$ cat config.mk
export PLATFORM = sky130hd
export DESIGN_NAME = udp_echo_header_reflector
export DESIGN_NICKNAME = d
export VERILOG_FILES = /design/src/sv/uer_pkg.sv /design/src/sv/udp_echo_header_reflector.sv
export VERILOG_INCLUDE_DIRS = /design/src /design/src/sv
export SDC_FILE = /design/constraint.sdc
export NUM_CORES = 1
export LEC_CHECK = 0
export BUFFER_PORTS_ARGS = -buffer_cell sky130_fd_sc_hd__buf_2
export CAP_MARGIN = 15
export CORE_UTILIZATION = 45
export DETAILED_ROUTE_END_ITERATION = 10
export HOLD_SLACK_MARGIN = 0.02
export PLACE_DENSITY = 0.71
export SYNTH_ARGS = -nofsm -noshare
export SYNTH_HDL_FRONTEND = slang
export SYNTH_SLANG_ARGS = --single-unit
$ cat constraint.sdc
create_clock -name i_clk -period 5.25 [get_ports i_clk]
set_input_delay 0 -clock i_clk [delete_from_list [all_inputs] [get_ports i_clk]]
set_output_delay 0 -clock i_clk [all_outputs]
set_load 0.05 [all_outputs]
$ cat src/sv/udp_echo_header_reflector_defines.svh
// Assertion macros for the UDP echo header reflector.
`ifndef UDP_ECHO_HEADER_REFLECTOR_DEFINES_SVH
`define UDP_ECHO_HEADER_REFLECTOR_DEFINES_SVH

// Check that cond implies cons in the same cycle.
`define UER_CHECK(label, cond, cons, msg) \
    label: assert property (@(posedge i_clk) disable iff (!i_rst_n) (cond) |-> (cons)) \
        else $error(msg);

// Check that cond implies cons in the next cycle.
`define UER_CHECK_NEXT(label, cond, cons, msg) \
    label: assert property (@(posedge i_clk) disable iff (!i_rst_n) (cond) |=> (cons)) \
        else $error(msg);

`endif

$ cat src/sv/uer_pkg.sv
// Types, constants and header byte mapping for the UDP echo header reflector.
`default_nettype none

package uer_pkg;

    localparam int unsigned HDR_LEN  = 42;
    localparam int unsigned IP_START = 14;
    localparam int unsigned IP_END   = 34;
    localparam int unsigned CKS_HI   = 24;
    localparam int unsigned CKS_LO   = 25;

    typedef logic [5:0]  t_pos;
    typedef logic [7:0]  t_byte;
    typedef logic [16:0] t_acc;
    typedef logic [15:0] t_cks;

    typedef enum logic [1:0] {
        K_MEM,
        K_CKS_HI,
        K_CKS_LO,
        K_ZERO
    } t_kind;

    typedef struct packed {
        t_pos  idx;
        t_kind kind;
    } t_src;

    function automatic t_src src_map(input t_pos i, input logic rw);
        t_src s;
        s.idx  = i;
        s.kind = K_MEM;
        if (rw) begin
            if (i < 6'd6) begin
                s.idx = i + 6'd6;
            end else if (i < 6'd12) begin
                s.idx = i - 6'd6;
            end else if (i == 6'(CKS_HI)) begin
                s.kind = K_CKS_HI;
            end else if (i == 6'(CKS_LO)) begin
                s.kind = K_CKS_LO;
            end else if (i >= 6'd26 && i < 6'd30) begin
                s.idx = i + 6'd4;
            end else if (i >= 6'd30 && i < 6'd34) begin
                s.idx = i - 6'd4;
            end else if (i == 6'd34 || i == 6'd35) begin
                s.idx = i + 6'd2;
            end else if (i == 6'd36 || i == 6'd37) begin
                s.idx = i - 6'd2;
            end else if (i == 6'd40 || i == 6'd41) begin
                s.kind = K_ZERO;
            end
        end
        return s;
    endfunction

endpackage

`default_nettype wire

$ cat src/sv/udp_echo_header_reflector.sv
// UDP echo header reflector: header buffer, rewrite drain and pass-through.
//
// channel   direction  handshake                  payload
// in        input      i_in_valid / o_in_stall    i_in_byte, i_in_last
// out       output     o_out_valid / i_out_stall  o_out_byte, o_out_last
// cfg       input      i_cfg_valid / o_cfg_ready  i_cfg_rewrite_enable
//
// Header bytes 1..42 are taken one per cycle into the header memory.
// The header drain then reads the memory one byte per cycle unless the output stalls,
// 42 bytes (or the short frame length), input stalled; the single read port sets this.
// Payload input resumes once the read stage is empty, one byte per cycle unless stalled.
// Output stalls hold the read stage and the output register; no byte is lost.
// Reset is synchronous, active low, and clears control state only.
`default_nettype none
`include "udp_echo_header_reflector_defines.svh"

module udp_echo_header_reflector (
    input  wire logic         i_clk,
    input  wire logic         i_rst_n,
    input  wire logic         i_in_valid,
    output      logic         o_in_stall,
    input  wire uer_pkg::t_byte i_in_byte,
    input  wire logic         i_in_last,
    output      logic         o_out_valid,
    input  wire logic         i_out_stall,
    output      uer_pkg::t_byte o_out_byte,
    output      logic         o_out_last,
    input  wire logic         i_cfg_valid,
    output      logic         o_cfg_ready,
    input  wire logic         i_cfg_rewrite_enable
);

    import uer_pkg::*;

    typedef enum logic [1:0] {
        S_COLLECT,
        S_DRAIN,
        S_PASS
    } t_state;

    t_byte  r_mem [HDR_LEN];

    t_state r_state;
    t_pos   r_pos;
    t_acc   r_acc;
    t_cks   r_cks;
    logic   r_rw;
    logic   r_cfg_rw;
    t_pos   r_cnt;
    t_pos   r_n;
    logic   r_end_last;
    logic   r_to_pass;

    logic   r_rd_valid;
    t_byte  r_rd_data;
    t_kind  r_rd_kind;
    logic   r_rd_last;

    logic   r_out_valid;
    t_byte  r_out_byte;
    logic   r_out_last;

    logic   out_load;
    logic   issue;
    logic   in_accept;
    logic   drain_end;
    logic   in_ip;
    t_src   src;
    t_cks   add;
    logic [17:0] sum;
    t_acc   n_acc;
    t_acc   f1;
    t_acc   f2;
    t_byte  rd_byte;

    assign o_cfg_ready = 1'b1;
    assign out_load    = !r_out_valid || !i_out_stall;
    assign issue       = (r_state == S_DRAIN) && (!r_rd_valid || out_load);
    assign drain_end   = issue && (r_cnt == r_n - 6'd1);

    always_comb begin
        case (r_state)
            S_COLLECT: o_in_stall = 1'b0;
            S_DRAIN:   o_in_stall = 1'b1;
            S_PASS:    o_in_stall = !(out_load && !r_rd_valid);
            default:   o_in_stall = 1'b1;
        endcase
    end

    assign in_accept = i_in_valid && !o_in_stall;
    assign src       = src_map(r_cnt, r_rw);

    assign in_ip = (r_pos >= 6'(IP_START)) && (r_pos < 6'(IP_END)) &&
                   (r_pos != 6'(CKS_HI)) && (r_pos != 6'(CKS_LO));
    assign add   = r_pos[0] ? {8'h00, i_in_byte} : {i_in_byte, 8'h00};
    assign sum   = {1'b0, r_acc} + {2'b00, add};
    assign n_acc = {1'b0, sum[15:0]} + {15'd0, sum[17:16]};
    assign f1    = {1'b0, r_acc[15:0]} + {16'd0, r_acc[16]};
    assign f2    = {1'b0, f1[15:0]} + {16'd0, f1[16]};

    always_comb begin
        case (r_rd_kind)
            K_MEM:    rd_byte = r_rd_data;
            K_CKS_HI: rd_byte = r_cks[15:8];
            K_CKS_LO: rd_byte = r_cks[7:0];
            K_ZERO:   rd_byte = 8'h00;
            default:  rd_byte = r_rd_data;
        endcase
    end

    always_ff @(posedge i_clk) begin
        if (r_state == S_COLLECT && in_accept) begin
            r_mem[r_pos] <= i_in_byte;
        end
        if (issue) begin
            r_rd_data <= r_mem[src.idx];
        end
    end

    always_ff @(posedge i_clk) begin
        if (!i_rst_n) begin
            r_state     <= S_COLLECT;
            r_pos       <= '0;
            r_acc       <= '0;
            r_cfg_rw    <= 1'b1;
            r_rd_valid  <= 1'b0;
            r_out_valid <= 1'b0;
        end else begin
            if (i_cfg_valid && o_cfg_ready) begin
                r_cfg_rw <= i_cfg_rewrite_enable;
            end

            case (r_state)
                S_COLLECT: begin
                    if (in_accept) begin
                        if (r_pos == 6'(HDR_LEN - 1) || i_in_last) begin
                            r_state    <= S_DRAIN;
                            r_cnt      <= '0;
                            r_n        <= r_pos + 6'd1;
                            r_cks      <= ~f2[15:0];
                            r_pos      <= '0;
                            r_acc      <= '0;
                            if (r_pos == 6'(HDR_LEN - 1)) begin
                                r_rw       <= r_cfg_rw;
                                r_end_last <= i_in_last;
                                r_to_pass  <= !i_in_last;
                            end else begin
                                r_rw       <= 1'b0;
                                r_end_last <= 1'b1;
                                r_to_pass  <= 1'b0;
                            end
                        end else begin
                            r_pos <= r_pos + 6'd1;
                            if (in_ip) begin
                                r_acc <= n_acc;
                            end
                        end
                    end
                end
                S_DRAIN: begin
                    if (issue) begin
                        r_cnt <= r_cnt + 6'd1;
                    end
                    if (drain_end) begin
                        r_state <= r_to_pass ? S_PASS : S_COLLECT;
                    end
                end
                S_PASS: begin
                    if (in_accept && i_in_last) begin
                        r_state <= S_COLLECT;
                    end
                end
                default: r_state <= S_COLLECT;
            endcase

            if (issue) begin
                r_rd_valid <= 1'b1;
                r_rd_kind  <= src.kind;
                r_rd_last  <= (r_cnt == r_n - 6'd1) && r_end_last;
            end else if (r_rd_valid && out_load) begin
                r_rd_valid <= 1'b0;
            end

            if (out_load) begin
                if (r_rd_valid) begin
                    r_out_valid <= 1'b1;
                    r_out_byte  <= rd_byte;
                    r_out_last  <= r_rd_last;
                end else if (r_state == S_PASS && in_accept) begin
                    r_out_valid <= 1'b1;
                    r_out_byte  <= i_in_byte;
                    r_out_last  <= i_in_last;
                end else begin
                    r_out_valid <= 1'b0;
                end
            end
        end
    end

    assign o_out_valid = r_out_valid;
    assign o_out_byte  = r_out_byte;
    assign o_out_last  = r_out_last;

    `UER_CHECK(a_pos_in_range, r_state == S_COLLECT, r_pos < 6'(HDR_LEN), "header position overflow")
    `UER_CHECK(a_cnt_in_range, r_state == S_DRAIN, r_cnt < r_n, "drain count past header length")
    `UER_CHECK_NEXT(a_drain_holds, r_state == S_DRAIN && !issue, r_state == S_DRAIN, "drain left early")
    `UER_CHECK(a_pass_order, r_state == S_PASS && in_accept, !r_rd_valid, "payload overtook header")

endmodule

`default_nettype wire
# After elaboration in Yosys (flattened, before gate mapping)
# Memories as Yosys holds them, arrays and structs flattened. A register that Yosys moved wholly into a read port is not among the register bits.
# Cells that the tools add are included.
# op_classes
magnitude_cmp	8
mux	44
eq_ne	22
add_sub_neg	13
n_bitwise	2
reduce_logical	41
# op_table
cell	n
$mux W6	12
$eq A6 B6 Y1 const B	7
$mux W17	2
$pmux W8 S4	1
$mux W2	14
$mux W8	3
$add A17 B16 Y18	1
$add A16 B1 Y17	1
$add A16 B2 Y17	1
$add A16 B1 Y16	1
$mux W16	1
$not A16 Y16	1
$logic_and A1 B1 Y1	14
$add A6 B1 Y6 const B	2
$add A6 B3 Y6 const B	2
$eq A6 B5 Y1 const B	2
$ge A6 B5 Y1 const B	2
$lt A6 B6 Y1 const B	2
$ne A6 B5 Y1 const B	2
$pmux W6 S2	1
$sub A6 B3 Y6 const B	2
$mux W1	8
$ne A2 B2 Y1 const B	4
$reduce_and A4 Y1	2
23 further kinds	42
# totals
elab_cells	148
ram_bits	336
ff_bits	71
inputBits	15
n_memories	1
out_inout_bits	12
# memory_table
memory	words	width	rd	rd_clocked_by_memory_dff	wr	line	source
r_mem	42	8	1	1	1	udp_echo_header_reflector.sv:41	t_byte r_mem [HDR_LEN];

# Logic depth before layout (Yosys ltp)
# depth
depth_word	12
mapped_depth	24

# Worst setup path before layout
# No wires, ideal clock.
# synth_timing
kind	register to register
from	register r_pos[0]
to	register r_acc[10]
period_less_slack_ns	4.534
arrival_ns	4.416
slack_ns	0.716
stages_incl_launch_ff	23
setup_time_ns	0.118
path_cell_list	dfxtp_1 > clkbuf_1 > clkbuf_1 > and2_1 > ha_1 > or2_2 > a21o_1 > a21oi_1 > a211o_1 > a21oi_1 > o41ai_1 > o21bai_1 > a21oi_1 > xnor2_1 > ha_1 > fa_1 > inv_1 > nor2_1 > nand2_1 > nor4_1 > xor2_1 > a22oi_1 > nor2b_1
# synth_via
elab_chain_cells	6
word_cells_on_any_way	16
cone_classes	add/sub (2); order compare (2); eq/ne (3); mux (3); reduce/logical (6)
# synth_lines
item	line	source
start, declared	udp_echo_header_reflector.sv:44	t_pos r_pos;
start signal, assigned	udp_echo_header_reflector.sv:153	r_pos <= r_pos + 6'd1;
branches (longest 6 deep; another with $add A17 B16 Y18)	-	
end signal, assigned	udp_echo_header_reflector.sv:155	r_acc <= n_acc;
end, declared	udp_echo_header_reflector.sv:45	t_acc r_acc;
# Several ways; the timed one is not identified. The select of a mux whose other input is x is not followed.
# A chain may end at the register's enable or synchronous reset.

# Final worst setup path
# layout_timing
from	register r_cnt[2]
to	register r_rd_data[0], read port of r_mem (data pin)
# layout_via
elab_chain_cells	11
word_cells_on_any_way	31
cone_classes	add/sub (6); order compare (6); eq/ne (6); mux (9); reduce/logical (4)
# layout_lines
item	line	source
start, declared	udp_echo_header_reflector.sv:49	t_pos r_cnt;
start signal, assigned	udp_echo_header_reflector.sv:162	r_cnt <= r_cnt + 6'd1;
branches (longest 10 deep; another with $sub A6 B2 Y6)	-	
$mux W8 (*)	uer_pkg.sv:33	if (rw) begin
end, declared	udp_echo_header_reflector.sv:55	t_byte r_rd_data;
# Every way passes the cells marked *.

==> impl_metrics.prom <==
# TYPE chip_impl_metric gauge
chip_impl_metric{name="grt_usage",unit=""} 0.211
chip_impl_metric{name="syn_avg_cell_area",unit="sq um"} 14.1
chip_impl_metric{name="yosys_warnings",unit=""} 0
chip_impl_metric{name="finClkSkew",unit="ps"} 19.3
chip_impl_metric{name="drtIter0Drc",unit=""} 1546
chip_impl_metric{name="report.final.setup_viol",unit=""} 0
chip_impl_metric{name="numCtsBuffers",unit=""} 41
chip_impl_metric{name="vias",unit=""} 12200
chip_impl_metric{name="cts-htree-levels",unit=""} 2
chip_impl_metric{name="place.detailed.hpwl",unit="mm"} 30.5
chip_impl_info{name="tritoncts",value="built"} 1
chip_impl_metric{name="worst_ir_drop_vdd",unit="uV"} 265
chip_impl_info{name="result_of_the_run",value="completed"} 1
chip_impl_metric{name="fmaxAchievable",unit="MHz"} 210
chip_impl_metric{name="fp-row-count",unit=""} 76
chip_impl_metric{name="clk_path_buf_depth",unit=""} 3
chip_impl_metric{name="critPathMaxStageDelay",unit="ps"} 630
chip_impl_metric{name="worst_ep_arrival_time",unit="ps"} 5200
chip_impl_metric{name="postRouteAntennaNets",unit=""} 0
chip_impl_info{name="post-synth-top-count-cell",value="edfxtp_1"} 1
chip_impl_metric{name="worst_hold_slack",unit="ps"} 95.9
chip_impl_info{name="criticalPathCategory",value="flip-flop to flip-flop"} 1
chip_impl_info{name="timing.hold.worst.class",value="input port to flip-flop"} 1
chip_impl_info{name="endpoint_kind",value="flip-flop"} 1
chip_impl_metric{name="first_global_vias",unit=""} 11800
chip_impl_metric{name="grt_overflow",unit=""} 0
chip_impl_metric{name="global_route_wire_length_before_repair",unit="mm"} 71.0
chip_impl_metric{name="finish.net_count",unit=""} 1488
chip_impl_metric{name="dr.pass1.iters",unit=""} 5
chip_impl_metric{name="fraction_of_final_layout_cells_sized_beyond_drive_strength_1",unit=""} 0.130
chip_impl_metric{name="report.final.slew_viol_count",unit=""} 0
chip_impl_info{name="clockRootBuffer",value="clkbuf_16"} 1
chip_impl_info{name="synth_area_leaders",value="edfxtp_1 (59%), mux4_2 (6.4%), mux2i_1 (4.4%)"} 1
chip_impl_metric{name="synth_edf_count",unit=""} 387
chip_impl_metric{name="finalWirelength",unit="mm"} 46.2
chip_impl_metric{name="number_of_storage_elements_in_the_synthesis_netlist",unit=""} 415
chip_impl_metric{name="mappedNetlistArea",unit="sq um"} 19700
chip_impl_metric{name="async_flop_share",unit=""} 0
chip_impl_metric{name="cts_resized",unit=""} 0
chip_impl_metric{name="max_cap_violations",unit=""} 0
chip_impl_metric{name="post-route-min-period",unit="ps"} 4770
chip_impl_metric{name="finalWorstSetupSlack",unit="ps"} 484
chip_impl_info{name="critical_path.startpoint_type",value="flip-flop"} 1
chip_impl_metric{name="tightestPinTransition",unit="ps"} 944
chip_impl_metric{name="initial_core_utilization",unit=""} 0.456
chip_impl_metric{name="antenna_cells",unit=""} 0
chip_impl_metric{name="clock_sink_count",unit=""} 415
chip_impl_info{name="synth_common_cells",value="edfxtp_1 (387), nor2_1 (128), mux2i_1 (86), nand2_1 (62), mux4_2 (56)"} 1
chip_impl_info{name="rsz0062_at_grt",value="no"} 1
chip_impl_metric{name="final_min_period_over_clock_period",unit=""} 0.908
chip_impl_metric{name="grt_start_max_net_pins",unit=""} 64
chip_impl_metric{name="fp.dieW",unit="um"} 211
chip_impl_metric{name="syn_nets",unit=""} 1454
chip_impl_metric{name="post_synth_num_cell_types",unit=""} 80
chip_impl_metric{name="final.setup.tns",unit="ps"} 0
chip_impl_metric{name="die_area",unit="sq um"} 44500
chip_impl_metric{name="clock_latency",unit="ps"} 560
chip_impl_metric{name="post-synth-top-area-fraction",unit=""} 0.591
chip_impl_info{name="timing.critical_path.max_delay_family",value="compound AO/OA/AOI/OAI gates"} 1
chip_impl_info{name="worstPathCellList",value="inv_1, ha_1, nor3b_1, o31a_1, o2111ai_4, xnor2_4, buf_12, mux2i_1, mux4_2, a211oi_1, or4_1"} 1
chip_impl_metric{name="synth_sequential_area_ratio",unit=""} 0.620
chip_impl_info{name="library_cell_occupying_the_most_area_in_the_post_synthesis_netlist",value="edfxtp_1"} 1
chip_impl_metric{name="path_clk_slew",unit="ps"} 70
chip_impl_metric{name="core-area",unit="sq um"} 43100
chip_impl_metric{name="count_of_mapped_cells_out_of_synthesis",unit=""} 1399
chip_impl_metric{name="post_cts_setup_buffers",unit=""} 0
chip_impl_metric{name="report.final.hold_viol_count",unit=""} 0
chip_impl_metric{name="crit_buf_inv",unit=""} 2
chip_impl_metric{name="layout_area_overhead",unit="%"} 11.1
chip_impl_metric{name="powerDensity",unit="nW/um^2"} 329
chip_impl_metric{name="gp_congestion",unit=""} 0.894
chip_impl_info{name="synth-main-ff-cell",value="edfxtp_1"} 1
chip_impl_metric{name="power_leakage",unit="uW"} 0.00729
chip_impl_metric{name="route.detailed.drc",unit=""} 0
chip_impl_metric{name="timing.max_slew.rel_slack",unit=""} 0.371
chip_impl_metric{name="max_fanout_on_critical_path",unit=""} 29
chip_impl_metric{name="antenna_violations_before_repair",unit=""} 1
chip_impl_metric{name="viasPerCell",unit=""} 5.95
chip_impl_metric{name="routed_length_per_placed_instance",unit="um"} 22.5
chip_impl_metric{name="post-route-util",unit=""} 0.507
chip_impl_metric{name="cp_data_required_time",unit="ps"} 5680
chip_impl_metric{name="layoutNonFillerInstCount",unit=""} 2051
chip_impl_metric{name="pre_cts_ws",unit="ps"} 562
chip_impl_metric{name="dpl.cell_count",unit=""} 1966
chip_impl_metric{name="portBuffers",unit=""} 25
chip_impl_info{name="timing.critical_path.slowest_stage_cell",value="xnor2_4"} 1
chip_impl_metric{name="fp.dieH",unit="um"} 211
chip_impl_metric{name="num_io_pins",unit=""} 27
[cell families (layout without fill, tap and decap cells)]
group	after synthesis	count (layout)	share of synthesized area
AND/OR/NAND/NOR	406	406	0.104
buffers and inverters	96	163	0.0229
flip-flops	415	415	0.620
XOR/XNOR	68	68	0.0313
AO/OA/AOI/OAI	222	222	0.0829
multiplexers	150	150	0.113
other	1	1	0.000191
adder cells (fa/ha/maj)	41	41	0.0267
[cells in the final DEF (no fill, tap or decap), drive strengths merged, types with 28 or more instances in the layout]
master | Yosys | routed
edfxtp | 387 | 387
nor2 | 129 | 129
mux2i | 86 | 86
nand2 | 62 | 62
mux4 | 56 | 56
buf | 34 | 55
clkbuf | 38 | 51
nand3 | 48 | 48
nor2b | 44 | 44
a21oi | 44 | 44
ha | 38 | 38
xor2 | 36 | 36
xnor2 | 32 | 32
dfxtp | 28 | 28
[stage by stage]
stage	total power, uW	area [sq um]
2_1_floorplan	4140	19700
3_3_place_gp	4330	20400
3_5_place_dp	4340	20400
4_1_cts	7210	21800
5_1_grt	7380	21800
6_report	7180	21800
[what timing repair did]
item                                   4_1_cts  5_1_grt
setup endpoints to repair                    0        0
endpoints found under the hold margin       22        0
hold buffers                                 8        0
[final cells by class]
cell class | instances | area (sq um)
multi-input cells | 888 | 7030
fillers | 3547 | 21200
clock inverters | 25 | 228
flip-flops and latches | 415 | 12200
well taps | 585 | 732
inverters | 24 | 90.1
repair buffers | 63 | 488
clock buffers | 51 | 1090
[worst register-to-register path, delay by kind of cell (launching register included)]
kind	cells	cell delay [ps]
XOR/XNOR	1	630
AO/OA/AOI/OAI	3	1120
flip-flops	1	600
AND/OR/NAND/NOR	2	660
buffers and inverters	2	720
adder cells (fa/ha/maj)	1	300
multiplexers	2	630
[worst paths after layout]
path / startpoint / endpoint / slack [ps] / depth (start not counted)
worst max-delay path: r_cnt[2]$_SDFFCE_PN0P_ / r_rd_data[0]$_DFFE_PP_ / 480 / 11
worst min-delay path: i_in_byte[5] / r_mem[33][5]$_DFFE_PP_ / 100 / 2
worst max register to register: r_cnt[2]$_SDFFCE_PN0P_ / r_rd_data[0]$_DFFE_PP_ / 480 / 11
worst min register to register: r_acc[14]$_SDFFE_PN0P_ / r_acc[14]$_SDFFE_PN0P_ / 530 / 2
[metal layers]
metal  GRT usage  up-vias  share of wire
li1            -     5503              -
met1       0.306     6099           0.44
met2       0.329      520           0.46
met3      0.0345       83          0.079
met4      0.0562        0          0.024
met5           0        -              0
[power by group]
part | internal, uW | total, uW | switching, uW
sequential | 3640 | 3670 | 30.0
clock | 1640 | 2890 | 1250
combinational | 230 | 612 | 381
[state kept, by name, summed over array words and instances, names as in the netlist, 2 cells and up]
name	count
r_acc	17
r_pos	6
r_rd_data	8
r_state	2
r_cks	16
o_out_byte	8
r_cnt	6
r_n	6
r_mem	336
r_rd_kind	2
Power figures use the tool's default switching activity.
